[config.mk]
export PLATFORM = sky130hd
export DESIGN_NAME = ffla_ctrl
export DESIGN_NICKNAME = d
export VERILOG_FILES = /design/src/hw/rtl/ffla_pkg.sv /design/src/hw/rtl/ffla_ctrl.sv
export SDC_FILE = /design/constraint.sdc
export NUM_CORES = 1
export LEC_CHECK = 0
export BUFFER_PORTS_ARGS = -buffer_cell sky130_fd_sc_hd__buf_2
export CORE_AREA = 2 2 39 41
export CTS_CLUSTER_DIAMETER = 30
export DETAILED_ROUTE_END_ITERATION = 10
export DIE_AREA = 0 0 41 43
export PLACE_DENSITY = 0.4
export REMOVE_ABC_BUFFERS = 1
export SLEW_MARGIN = 20
export SYNTH_ARGS = -nofsm -noshare
export SYNTH_HDL_FRONTEND = slang
export SYNTH_SLANG_ARGS = --single-unit
[constraint.sdc]
create_clock -name i_clk -period 2.6 [get_ports i_clk]
set_input_delay 0.13 -clock i_clk [delete_from_list [all_inputs] [get_ports i_clk]]
set_output_delay 0.13 -clock i_clk [all_outputs]
set_load 0.005 [all_outputs]
[src/hw/rtl/ffla_pkg.sv]
// Package for the frame free-list allocator: transaction structs, command
// and status codes, and the controller/datapath interface types.
// No dependencies.
`default_nettype none

package ffla_pkg;

    // Fixed field widths
    localparam int IDX_W  = 10;
    localparam int CNT_W  = 5;
    localparam int FREE_W = 11;
    localparam int ST_W   = 2;

    // Command codes
    localparam logic CMD_GET = 1'b0;
    localparam logic CMD_RET = 1'b1;

    // Result status codes
    localparam logic [ST_W-1:0] ST_OK    = 2'd0;
    localparam logic [ST_W-1:0] ST_SHORT = 2'd1;
    localparam logic [ST_W-1:0] ST_ZERO  = 2'd2;
    localparam logic [ST_W-1:0] ST_FULL  = 2'd3;

    // Input transaction
    typedef struct packed {
        logic             cmd;
        logic [CNT_W-1:0] frame_count;
        logic [IDX_W-1:0] frame_index;
    } t_in_item;

    // Output transaction
    typedef struct packed {
        logic [IDX_W-1:0]  granted_index;
        logic [ST_W-1:0]   status;
        logic              last;
        logic [FREE_W-1:0] free_count;
    } t_out_item;

    // Controller to datapath commands
    typedef struct packed {
        logic capture;    // latch the input transaction
        logic single;     // emit the one result of a return or failed get
        logic pop_first;  // first stack read of a get, loads the pop count
        logic pop_rd;     // read the top of stack and pop it
        logic pop_emit;   // emit the popped frame
    } t_dp_cmd;

    // Datapath to controller status
    typedef struct packed {
        logic get_ok;     // latched get can be served
        logic out_free;   // output register can take a result this cycle
        logic last_pop;   // the pending pop result is the final one
    } t_dp_stat;

endpackage

`default_nettype wire

[src/hw/rtl/ffla_ctrl.sv]
// Controller of the frame free-list allocator: sequences accept, evaluate
// and the per-frame pop loop. Depends on ffla_pkg.
`default_nettype none

module ffla_ctrl (
    input  wire                i_clk,
    input  wire                i_rst_n,
    input  wire                i_valid,
    input  ffla_pkg::t_dp_stat i_stat,
    output logic               o_stall,
    output ffla_pkg::t_dp_cmd  o_cmd
);

    localparam logic [1:0] S_IDLE = 2'd0;
    localparam logic [1:0] S_EVAL = 2'd1;
    localparam logic [1:0] S_POP  = 2'd2;

    logic [1:0] r_state, n_state;

    // Next state and commands
    always_comb begin
        n_state = r_state;
        o_cmd   = '0;
        unique case (r_state)
            S_IDLE: begin
                if (i_valid) begin
                    o_cmd.capture = 1'b1;
                    n_state       = S_EVAL;
                end
            end
            S_EVAL: begin
                if (i_stat.get_ok) begin
                    o_cmd.pop_first = 1'b1;
                    o_cmd.pop_rd    = 1'b1;
                    n_state         = S_POP;
                end else if (i_stat.out_free) begin
                    o_cmd.single = 1'b1;
                    n_state      = S_IDLE;
                end
            end
            S_POP: begin
                if (i_stat.out_free) begin
                    o_cmd.pop_emit = 1'b1;
                    if (i_stat.last_pop) begin
                        n_state = S_IDLE;
                    end else begin
                        o_cmd.pop_rd = 1'b1;
                    end
                end
            end
            default: begin
                n_state = S_IDLE;
            end
        endcase
    end

    always_ff @(posedge i_clk) begin
        if (!i_rst_n) begin
            r_state <= S_IDLE;
        end else begin
            r_state <= n_state;
        end
    end

    assign o_stall = (r_state != S_IDLE);

endmodule

`default_nettype wire
=== Yosys cells after proc, flatten, opt, wreduce, memory -nomap -nowiden ===
Index checks and enable logic that the tools add are counted.

* Flip-flop bits (word level): 2
* Latch bits: 0
* Bits in writable memories: 0
* ROM bits: 0
* Input port bits: 6
* Output and inout bits: 6
* Logic and storage cells: 26
* Memories kept: 0

* Add/subtract/negate cells: 0
* Multiply operators: 0
* Div/mod/pow operators: 0
* $lt $le $gt $ge: 0
* Eq/ne operators: 6
* Shift-type cells: 0
* Muxes and demuxes: 16
* Bitwise operators: 0
* Reduce and logical (&&, ||, !) cells: 3

{| class="wikitable"
|+ Operator list
! kind !! number
|-
| 2-to-1 mux 2 bit || 8
|-
| 2-to-1 mux 1 bit || 6
|-
| inequality test 2 bit (second input constant) || 3
|-
| case mux 2 bit (3 select lines) || 1
|-
| AND reduction 4 bit || 1
|-
| inequality test 3 bit (second input constant) || 1
|-
| equality test 2 x 1 -> 1 bit (second input constant) || 1
|-
| equality test 2 bit (second input constant) || 1
|-
| zero test 2 bit || 1
|-
| case mux 1 bit (2 select lines) || 1
|-
| nonzero test 2 bit || 1
|}

=== Longest topological paths before layout ===
Gate-level depths: netlist (run 1).

* Depth in word-level cells: 3
* Gate-level depth with buffers: 5
* Gate-level depth less buffers: 5

=== Least setup slack after synthesis (run 1) ===
Ideal clock, no wire load.

* Kind: flip-flop to flip-flop
* Start: register r_state[0]
* End: register r_state[0]
* Library setup time: 125 ps
* Arrival time: 1010 ps
* Data required time: 2475 ps
* Setup slack: 1465 ps
* Cell stages (with the launch flop): 6
* Buffers on the path: 0
* Period minus slack after synthesis: 1135 ps
* Path through: dfxtp_1 > inv_1 > ha_1 > a21oi_2 > o221ai_2 > mux2i_1

* Longest elaborated chain between the ends: 3
* Elaborated cells on any way between the ends: 9
* Classes of those cells: 6 x eq/ne; 1 x mux; 2 x reduce/logical

{| class="wikitable"
|+ RTL lines
! what !! line !! RTL
|-
| start: declaration || ffla_ctrl.sv:18 || <nowiki>logic [1:0] r_state, n_state;</nowiki>
|-
| start signal: assignment || ffla_ctrl.sv:61 || <nowiki>r_state <= n_state;</nowiki>
|-
| equality test 2 x 1 -> 1 bit, or another cell as far along || ffla_ctrl.sv:24 || <nowiki>unique case (r_state)</nowiki>
|-
| inequality test 3 bit (no source line) / inequality test 2 bit (equally long branches) || -- ||
|-
| AND reduction 4 bit (no source line) || -- ||
|}

Parallel ways exist; a longest one is shown, timed or not.
A chain may end at the register's enable or synchronous reset.

==> summary.md, run 1 <==
| Metric | Value |
|---|---|
| Status | `completed` |
| Number of placed cells counting well taps | `54` |
| Global-route wire length before repair | `683 µm` |
| Critical path class | `flip-flop to primary output` |
| Post-synthesis share of cell area spent on and, or, nand and nor gates | `22.6%` |
| Global-route total usage across every layer | `5.81%` |
| Chain of cells forming the critical path | `inv_1, ha_1, nand2b_1, nor2_1, o21a_1, buf_2` |
| Antenna cells | `0` |
| Instance area after placement | `300 µm²` |
| Data arrival time at the worst-slack endpoint | `1.35 ns` |
| Yosys top cell area share | `26.9%` |
| Share of the cycle needed by the critical path after routing | `57.1%` |
| Most flops, register | `r_state` |
| Total leakage power | `0.000177 µW` |
| Pre-Repair DR Iteration Count | `1` |
| Maximum number of pins on one net before global-route repair | `5` |
| Number of flip-flops under the largest register name | `2` |
| Sequential cell area fraction in the yosys report | `17.2%` |
| Area share of fa/ha/maj cells after synthesis | `26.9%` |
| Number of max-cap violations | `0` |
| P_sw | `75.5 µW` |
| Die Span Y | `43 µm` |
| Number of vias after detailed routing | `221` |
| Transition time at the pin with the least slew margin | `0.234 ns` |
| Path class of the lowest-slack min-delay path | `input port to flip-flop` |
| Power density normalized to cell area | `676 nW/µm²` |
| Avg WL per Cell | `7.68 µm` |
| Initial standard-cell utilization of the core | `16.8%` |
| Data required time of the critical path | `2.47 ns` |
| Worst slack after detailed placement | `1.33 ns` |
| FF-to-FF setup slack | `1.37 ns` |
| Relative slew slack | `84.4%` |
| Flops & latches, synth | `2` |
| Clk root buf | `clkbuf_4` |
| Number of I/O pins | `12` |
| Count of cells along the worst register-to-register path | `5` |
| Relative contribution of combinational cells to total power | `47.9%` |
| Clock latency at the later pin of the worst-skew pair | `0.22 ns` |
| Total congestion overflow | `0` |
| Overall Power | `218 µW` |
| Detailed Place HPWL | `354 µm` |
| RSZ-0062 raised after global routing | `false` |
| R2r startpoint | `r_state[0]` |
| Critical Path Source | `r_state[0]` |
| Synth Warn # | `0` |
| Mux cell area share after synthesis | `8.60%` |
| Startpoint types | `flip-flop` |
| Minimum clock period | `1.48 ns` |
| Switching share of power | `34.6%` |
| Post-layout instance count excluding filler cells | `57` |
| Number of levels in the clock H-tree | `1` |
| Share of total power in sequential cells | `21.2%` |
| Maximum single-stage delay on the critical path | `0.36 ns` |
| Netlist area before placement | `233 µm²` |
| TritonCTS clock tree | `yes` |
| Number of placement rows | `14` |
| Registers with the most flip-flops | `r_state: 2 flops` |
| Count of cells resized by post-cts repair | `0` |
| Largest family of logic cells by synthesized area | `adder cells` |
| Number of sinks on the clock net | `2` |
| Layout cells sized above 1 | `43.9%` |
| Post-route setup slack | `1.12 ns` |
| Number of DRC violations after detailed-routing iteration 0 | `0` |
| CTS hold repair buffers | `0` |
| Die ar. | `1760 µm²` |
| Achievable Freq | `674 MHz` |
| Cell type contributing the most total cell area after synthesis | `ha_1` |
| Drc violations | `0` |
| Final setup skew | `0.00263 ns` |
| Final setup viols | `0` |
| Synthesized instance count | `28` |
| Internal power summed over all cells | `143 µW` |
| Compound-gate portion of the synthesized area | `13.4%` |
| Layout Area Growth over Synthesis | `38.7%` |
| Clk pwr share | `30.9%` |
| Routability Congestion | `0.667` |
| Synth Area in XOR/XNOR | `0%` |
| Number of max-slew violations in the final report | `0` |
| Nature of the critical path endpoint | `primary output` |
| Remaining number of nets flagged by the antenna check after routing | `0` |
| Setup Buffers After CTS | `0` |
| Commonest cells after routing, fill and taps aside | `11 x buf_2, 5 x inv_1, 5 x ha_1, 4 x nand2_1, 3 x clkbuf_4` |
| Vias in the first global route | `175` |
| Per-instance average area after synthesis | `8.31 µm²` |
| RR Endpoint | `r_state[0]` |
| Worst VDD drop | `0.000322 V` |
| Floorplan Core Area | `1380 µm²` |
| IO Port Bufs | `11` |
| Clock buffers created by TritonCTS | `3` |
| Most area-consuming cells after synthesis | `ha_1 27%, dfxtp_1 17%, mux2i_1 8.6%` |
| Finished layout cell area | `323 µm²` |
| Critical Path Fanout Max | `4` |
| Area of combinational cells with multiple inputs | `166 µm²` |
| Worst setup path endpoint | `o_cmd[1]` |
| Sequential cell area | `40.0 µm²` |
| Maximum buffer depth of the clock tree | `2` |
| CTS clk-pin slew, worst paths | `0.03 ns` |
| Routed Wire Length | `438 µm` |
| Total of fill cells in the finished design | `161` |
| Critical-path cell with the highest stage delay | `dfxtp_1` |
| Number of distinct library cells after synthesis | `14` |
| Most common cell after layout, fill and taps aside | `buf_2` |
| Via density per instance | `3.88` |
| Initial antenna violation count | `0` |
| Summed negative setup slack over all endpoints | `0 ns` |
| Final hold viol count | `0` |
| Total Nets Final | `54` |
| DIE WIDTH | `41 µm` |
-- logic make-up (layout without fill, tap and decap cells) --
kind of cell | Yosys count | count (layout)
multiplexers | 2 | 2
adder cells (fa/ha/maj) | 5 | 5
AO/OA/AOI/OAI | 3 | 3
flip-flops | 2 | 2
buffers and inverters | 6 | 19
AND/OR/NAND/NOR | 10 | 10
-- how the worst min path moves through the flow --
stage                     startpoint         end  cells after the start
after floorplan              i_rst_n  r_state[1]                      2
after global placement       i_rst_n  r_state[1]                      3
after detailed placement     i_rst_n  r_state[1]                      3
after CTS                    i_rst_n  r_state[1]                      3
after global routing         i_rst_n  r_state[1]                      3
final                        i_rst_n  r_state[1]                      3
-- Yosys cell counts --
| library cell | instances |
|---|---|
| ha_1 | 5 |
| mux2i_1 | 2 |
| o21a_1 | 1 |
| nor2_1 | 1 |
| o221ai_2 | 1 |
| and3_2 | 1 |
| and2_1 | 2 |
| a21oi_2 | 1 |
| and2_2 | 1 |
| inv_1 | 5 |
| nand2_1 | 4 |
| dfxtp_1 | 2 |
| buf_4 | 1 |
| nand2b_1 | 1 |
-- power groups by stage --
stage / clock network (µW) / registers (µW) / logic (µW)
floorplan: 0 / 45.4 / 73.0
global placement: 0 / 46.8 / 107
detailed placement: 0 / 46.7 / 106
CTS: 72.5 / 46.3 / 107
global route: 75.6 / 47.6 / 122
finish: 67.4 / 46.3 / 104
-- area by class of cell --
class | instances | area share, %
Clock buffer | 3 | 6.98
Multi-Input combinational cell | 20 | 51.6
Sequential cell | 2 | 12.4
Tap cell | 16 | 6.20
Inverter | 5 | 5.81
Timing Repair Buffer | 11 | 17.1
-- routing by layer --
layer / vias up / GRT usage [%] / wire length, µm
li1: 115 / - / -
met1: 94 / 8.63 / 210
met2: 12 / 5.63 / 155
met3: 0 / 3.66 / 72
met4: 0 / 4.00 / 0
met5: - / 0 / 0
-- critical path, delay by kind of cell, from the launching register on --
kind,cells,cell delay [ns]
DFF,1,0.36
adders and majority gates,1,0.24
buffers and inverters,2,0.21
and+or+nand+nor,2,0.16
AOI/OAI and AO/OA,1,0.16
-- stage by stage --
stage          hold slack, ns  utilization (%)
2_1_floorplan           0.269                -
3_3_place_gp            0.416             21.7
3_5_place_dp            0.412             21.7
4_1_cts                 0.183             23.3
5_1_grt                 0.202             23.3
6_report                0.190             23.3
No activity file was read; power rests on OpenSTA's default activity.
==> inputs of run 2 (changes only) <==
--- a/config.mk
+++ b/config.mk
@@ -10,7 +10,7 @@
 export CTS_CLUSTER_DIAMETER = 30
 export DETAILED_ROUTE_END_ITERATION = 10
 export DIE_AREA = 0 0 41 43
-export PLACE_DENSITY = 0.4
+export PLACE_DENSITY = 0.41
 export REMOVE_ABC_BUFFERS = 1
 export SLEW_MARGIN = 20
 export SYNTH_ARGS = -nofsm -noshare
==> constraint.sdc (replaced) <==
create_clock -name i_clk -period 1.3 [get_ports i_clk]
set_input_delay 0.065 -clock i_clk [delete_from_list [all_inputs] [get_ports i_clk]]
set_output_delay 0.065 -clock i_clk [all_outputs]
set_load 0.005 [all_outputs]
==> run 2 against run 1 <==
Non-clock buffer count up 2. Worst setup slack got worse by 1.1 ns. Core utilization up 3.9 points. Cell area grew 17%. Sequential power is 140% higher. Highest routed layer unchanged.
==> summary.md, run 2 (synthesized netlist as in run 1, its figures left out) <==
| Metric | Value |
|---|---|
| Detailed Place HPWL | `405 µm (+14%)` |
| Total Nets Final | `56 (+3.7%)` |
| Global-route wire length before repair | `765 µm (+12%)` |
| Most flops, register | `r_state` |
| Pre-Repair DR Iteration Count | `2 (+1)` |
| Final setup viols | `0 (unchanged)` |
| IO Port Bufs | `11 (unchanged)` |
| Number of max-slew violations in the final report | `0 (unchanged)` |
| Worst-case hold slack | `0.132 ns (-0.0579 ns)` |
| Routed Wire Length | `481 µm (+9.8%)` |
| Relative slew slack | `84.4% (about the same)` |
| Startpoint types | `flip-flop` |
| Minimum clock period | `1.24 ns` |
| Number of flip-flops under the largest register name | `2 (unchanged)` |
| Instance area after placement | `300 µm² (unchanged)` |
| Layout Area Growth over Synthesis | `61.8%` |
| Remaining number of nets flagged by the antenna check after routing | `0 (unchanged)` |
| RSZ-0062 raised after global routing | `true` |
| Clk root buf | `clkbuf_4` |
| Critical Path Fanout Max | `4 (unchanged)` |
| CTS clk-pin slew, worst paths | `0.03 ns (about the same)` |
| Antenna cells | `0 (unchanged)` |
| Initial antenna violation count | `0 (unchanged)` |
| Maximum buffer depth of the clock tree | `2 (unchanged)` |
| TritonCTS clock tree | `yes` |
| DIE WIDTH | `41 µm (unchanged)` |
| Data arrival time at the worst-slack endpoint | `1.18 ns (-0.17 ns)` |
| Achievable Freq | `804 MHz` |
| Number of placement rows | `14 (unchanged)` |
| Finished layout cell area | `377 µm² (+17%)` |
| Registers with the most flip-flops | `r_state: 2 flops` |
| Number of levels in the clock H-tree | `1 (unchanged)` |
| Clock buffers created by TritonCTS | `3 (unchanged)` |
| Final hold viol count | `0 (unchanged)` |
| Initial standard-cell utilization of the core | `16.8% (unchanged)` |
| Global-route total usage across every layer | `6.91% (+1.1 points)` |
| Die ar. | `1760 µm² (unchanged)` |
| Routability Congestion | `0.655 (-1.9%)` |
| Vias in the first global route | `207 (+18%)` |
| Sequential cell area | `47.5 µm² (+19%)` |
| Final setup skew | `0.00475 ns (+0.00212 ns)` |
| Share of the cycle needed by the critical path after routing | `95.6%` |
| Number of max-cap violations | `0 (unchanged)` |
| Layout cells sized above 1 | `65.1% (+21 points)` |
| Transition time at the pin with the least slew margin | `0.235 ns (+0.000454 ns)` |
| Area of combinational cells with multiple inputs | `193 µm² (+16%)` |
| Nature of the critical path endpoint | `primary output` |
| Summed negative setup slack over all endpoints | `0 ns (unchanged)` |
| Number of vias after detailed routing | `227 (+2.7%)` |
| Clock latency at the later pin of the worst-skew pair | `0.22 ns (about the same)` |
| CTS hold repair buffers | `0 (unchanged)` |
| Chain of cells forming the critical path | `inv_4, ha_2, and2_4, o21a_1, buf_2` |
| Drc violations | `0 (unchanged)` |
| Maximum single-stage delay on the critical path | `0.37 ns (about the same)` |
| Status | `completed` |
| Maximum number of pins on one net before global-route repair | `5 (unchanged)` |
| Number of DRC violations after detailed-routing iteration 0 | `1 (+1)` |
| Floorplan Core Area | `1380 µm² (unchanged)` |
| Number of sinks on the clock net | `2 (unchanged)` |
| Number of I/O pins | `12 (unchanged)` |
| Path class of the lowest-slack min-delay path | `input port to flip-flop` |
| Data required time of the critical path | `1.24 ns (-1.23 ns)` |
| Critical-path cell with the highest stage delay | `dfxtp_4` |
| Number of buffers and inverters on the critical path | `2 (unchanged)` |
| Gate family responsible for the most delay along the worst path | `flip-flops` |
| Most common cell after layout, fill and taps aside | `buf_2` |
| Via density per instance | `3.85 (-0.77%)` |
| Total congestion overflow | `0 (unchanged)` |
| Commonest cells after routing, fill and taps aside | `11 x buf_2, 4 x nand2_1, 3 x inv_1, 3 x ha_1, 3 x clkbuf_4` |
| Total leakage power | `0.000194 µW (+9.6%)` |
| Die Span Y | `43 µm (unchanged)` |
| Total of fill cells in the finished design | `155 (-3.7%)` |
| Critical path class | `flip-flop to primary output` |
| Worst VDD drop | `0.000644 V (+100%)` |
| Power density normalized to cell area | `1300 nW/µm² (+92%)` |
| Avg WL per Cell | `8.15 µm (+6.1%)` |
-- run 2: worst min-delay path, stage by stage --
cell and delay, ns:
buf_2 0.12, nand2_1 0.06, mux2i_1 0.06
-- run 2: final timing paths --
kind / from / to / slack (ns) / cells past startpoint
min: i_rst_n / r_state[0] / 0.13 / 3
min reg2reg: r_state[0] / r_state[0] / 0.51 / 2
max: r_state[1] / o_cmd[1] / 0.06 / 5
max reg2reg: r_state[0] / r_state[1] / 0.12 / 5
-- run 2: cell type report --
| cell class | count | area share [%] |
|---|---|---|
| flip-flops and latches | 2 | 12.6 |
| repair buffers | 13 | 18.6 |
| clock buffers | 3 | 5.98 |
| inverters | 5 | 6.31 |
| multi-input cells | 20 | 51.2 |
| well taps | 16 | 5.32 |
-- run 2: through the flow --
| stage | total power, µW | worst slack (ns) | instances | util [%] |
|---|---|---|---|---|
| after detailed placement | 311 | 0.0386 | 54 | 21.7 |
| after global placement | 311 | 0.0721 | 54 | 21.7 |
| after global routing | 552 | -0.00853 | 59 | 27.2 |
| after CTS | 490 | 0.00663 | 58 | 25.9 |
| final | 490 | 0.0568 | 59 | 27.2 |
| after floorplan | 237 | 0.165 | 27 | - |
-- run 2: timing repair --
item	4_1_cts	5_1_grt
pin swaps	1	2
endpoints found under the hold margin	0	0
setup endpoints to repair	1	1
setup buffers	1	1
gates resized for setup	10	4
-- run 2: where the power goes --
part | switching (µW) | leakage, µW | internal, µW
sequential | 26.6 | 0.0000178 | 86.0
combinational | 113 | 0.000163 | 131
clock | 31.2 | 0.0000138 | 102
total | 171 | 0.000194 | 319
-- run 2: routing by layer --
metal  part of all wire, %  routed length [µm]  GRT usage (%)
met5                     0                   0              0
met4                     0                   0           6.00
met3                   8.7                  42           3.14
met2                    42                 203           9.38
met1                    49                 234           7.64
==> inputs of run 3 (changes only) <==
--- a/config.mk
+++ b/config.mk
@@ -7,6 +7,7 @@
 export LEC_CHECK = 0
 export BUFFER_PORTS_ARGS = -buffer_cell sky130_fd_sc_hd__buf_2
 export CORE_AREA = 2 2 39 41
+export CTS_BUF_LIST = sky130_fd_sc_hd__clkbuf_8 sky130_fd_sc_hd__clkbuf_16
 export CTS_CLUSTER_DIAMETER = 30
 export DETAILED_ROUTE_END_ITERATION = 10
 export DIE_AREA = 0 0 41 43
==> run 3 against run 2 <==
Global-route usage shrank 0.40 points. Clock power up 79%. Via count fell by 1.3%. Count of clock-buffer cells in the layout unchanged. Register-to-register slack about the same. Die area unchanged. Cell count unchanged. Critical path depth stayed put. Sequential share of layout area is 0.45 points lower. Worst setup slack got worse by 0.0061 ns. Sequential power decreased by 4%. Critical endpoint unchanged. Largest power group unchanged.
==> summary.md, run 3 (synthesized netlist as in run 1, its figures left out) <==
| Metric | Value |
|---|---|
| Status | `completed` |
| Number of max-slew violations in the final report | `0 (unchanged)` |
| Via density per instance | `3.80 (-1.3%)` |
| Most flops, register | `r_state` |
| Relative slew slack | `84.3% (-0.091 points)` |
| Clock latency at the later pin of the worst-skew pair | `0.21 ns (about the same)` |
| Startpoint types | `flip-flop` |
| CTS hold repair buffers | `0 (unchanged)` |
| Worst slack after detailed placement | `0.0386 ns (unchanged)` |
| P_sw | `179 µW (+4.9%)` |
| Internal power summed over all cells | `409 µW (+28%)` |
| Maximum buffer depth of the clock tree | `2 (unchanged)` |
| Avg WL per Cell | `8.24 µm (+1.0%)` |
| Registers with the most flip-flops | `r_state: 2 flops` |
| Path class of the lowest-slack min-delay path | `input port to flip-flop` |
| Minimum clock period | `1.25 ns (+0.00614 ns)` |
| Critical path class | `flip-flop to primary output` |
| Data arrival time at the worst-slack endpoint | `1.18 ns (about the same)` |
| Worst-case hold slack | `0.146 ns (+0.0141 ns)` |
| Number of flip-flops under the largest register name | `2 (unchanged)` |
| Final setup viols | `0 (unchanged)` |
| Relative contribution of combinational cells to total power | `41.2% (-8.7 points)` |
| Global-route wire length before repair | `731 µm (-4.4%)` |
| Routed Wire Length | `486 µm (+1.0%)` |
| Beginning of the worst hold path | `i_rst_n` |
| Critical Path Source | `r_state[1]` |
| Number of placement rows | `14 (unchanged)` |
| Clk pwr share | `40.4% (+13 points)` |
| Post-route setup slack | `0.0506 ns (-0.00614 ns)` |
| CTS clk-pin slew, worst paths | `0.03 ns (about the same)` |
| Initial standard-cell utilization of the core | `16.8% (unchanged)` |
| DIE WIDTH | `41 µm (unchanged)` |
| Floorplan Core Area | `1380 µm² (unchanged)` |
| Number of levels in the clock H-tree | `1 (unchanged)` |
| Number of vias after detailed routing | `224 (-1.3%)` |
| Total Nets Final | `56 (unchanged)` |
| Number of I/O pins | `12 (unchanged)` |
| Detailed Place HPWL | `405 µm (unchanged)` |
| Die Span Y | `43 µm (unchanged)` |
| Switching share of power | `30.4% (-4.4 points)` |
| Final hold viol count | `0 (unchanged)` |
| Number of DRC violations after detailed-routing iteration 0 | `1 (unchanged)` |
| IO Port Bufs | `11 (unchanged)` |
| Antenna cells | `0 (unchanged)` |
| Power density normalized to cell area | `1510 nW/µm² (+16%)` |
| Number of sinks on the clock net | `2 (unchanged)` |
| Critical Path Fanout Max | `4 (unchanged)` |
| Remaining number of nets flagged by the antenna check after routing | `0 (unchanged)` |
| Number of max-cap violations | `0 (unchanged)` |
| Global-route total usage across every layer | `6.51% (-0.40 points)` |
| Transition time at the pin with the least slew margin | `0.236 ns (+0.00136 ns)` |
| Die ar. | `1760 µm² (unchanged)` |
| TritonCTS clock tree | `yes` |
| Worst VDD drop | `0.000798 V (+24%)` |
| R2r startpoint | `r_state[0]` |
| Total leakage power | `0.000202 µW (+3.9%)` |
| Nature of the critical path endpoint | `primary output` |
| Share of the cycle needed by the critical path after routing | `96.1% (+0.47 points)` |
| Maximum number of pins on one net before global-route repair | `5 (unchanged)` |
| Pre-Repair DR Iteration Count | `2 (unchanged)` |
| Commonest cells after routing, fill and taps aside | `11 x buf_2, 4 x nand2_1, 3 x inv_1, 3 x ha_1, 3 x clkbuf_8` |
| Layout Area Growth over Synthesis | `67.7%` |
| Clk root buf | `clkbuf_8` |
| Data required time of the critical path | `1.24 ns (about the same)` |
| Share of total power in sequential cells | `18.4% (-4.6 points)` |
| Vias in the first global route | `193 (-6.8%)` |
| Layout cells sized above 1 | `62.8% (-2.3 points)` |
| Drc violations | `0 (unchanged)` |
| RSZ-0062 raised after global routing | `true` |
| Final setup skew | `0.00257 ns (-0.00218 ns)` |
| Total congestion overflow | `0 (unchanged)` |
| Initial antenna violation count | `0 (unchanged)` |
| Most common cell after layout, fill and taps aside | `buf_2` |
| Routability Congestion | `0.655 (unchanged)` |
| Clock buffers created by TritonCTS | `3 (unchanged)` |
| Achievable Freq | `800 MHz (-0.49%)` |
-- run 3: worst paths after layout --
path / to / slack (ns) / depth (start not counted)
worst min register to register: r_state[0] / 0.51 / 2
worst max-delay path: o_cmd[1] / 0.05 / 5
worst min-delay path: r_state[1] / 0.15 / 3
worst max register to register: r_state[1] / 0.11 / 5
-- run 3: what timing repair did --
item                                    in CTS  in global routing
setup buffers                                0                  2
resized for setup                            9                  3
endpoints found under the setup margin       1                  1
pin swaps                                    1                  1
-- run 3: area by class of cell --
cell class | count | area (µm²)
Fill cell | 155 | 993
Multi-Input combinational cell | 20 | 190
Timing Repair Buffer | 13 | 70.1
Sequential cell | 2 | 47.5
Clock buffer | 3 | 41.3
Inverter | 5 | 21.3
Tap cell | 16 | 20.0
-- run 3: power by group through the flow --
| stage | clock, µW | sequential (µW) | combinational, µW |
|---|---|---|---|
| 2_1_floorplan | 0 | 90.9 | 146 |
| 3_3_place_gp | 0 | 95.4 | 216 |
| 3_5_place_dp | 0 | 96.0 | 215 |
| 4_1_cts | 244 | 105 | 231 |
| 5_1_grt | 257 | 113 | 279 |
| 6_report | 238 | 108 | 243 |
-- run 3: layer usage --
layer	wire (µm)	global-route usage [%]	vias to the layer above
li1	-	-	118
met1	245	7.96	95
met2	199	8.75	11
met3	42	1.57	0
met4	0	6.00	0
met5	0	0	-
-- run 3: worst max-delay path, cell delays in order (launching register included) --
cell and delay, ns:
dfxtp_4 0.36, inv_4 0.04, ha_2 0.15, and2_4 0.14, o21a_1 0.17, buf_2 0.12
-- run 3: per-stage QoR --
stage	instances	instance area (µm²)	TNS [ns]	total power (µW)	util, %
after floorplan	27	225	0	237	-
after global placement	54	300	0	311	21.7
after detailed placement	54	300	0	311	21.7
after CTS	57	363	0	580	26.2
after global routing	59	390	-0.00385	650	28.2
final	59	390	0	588	28.2
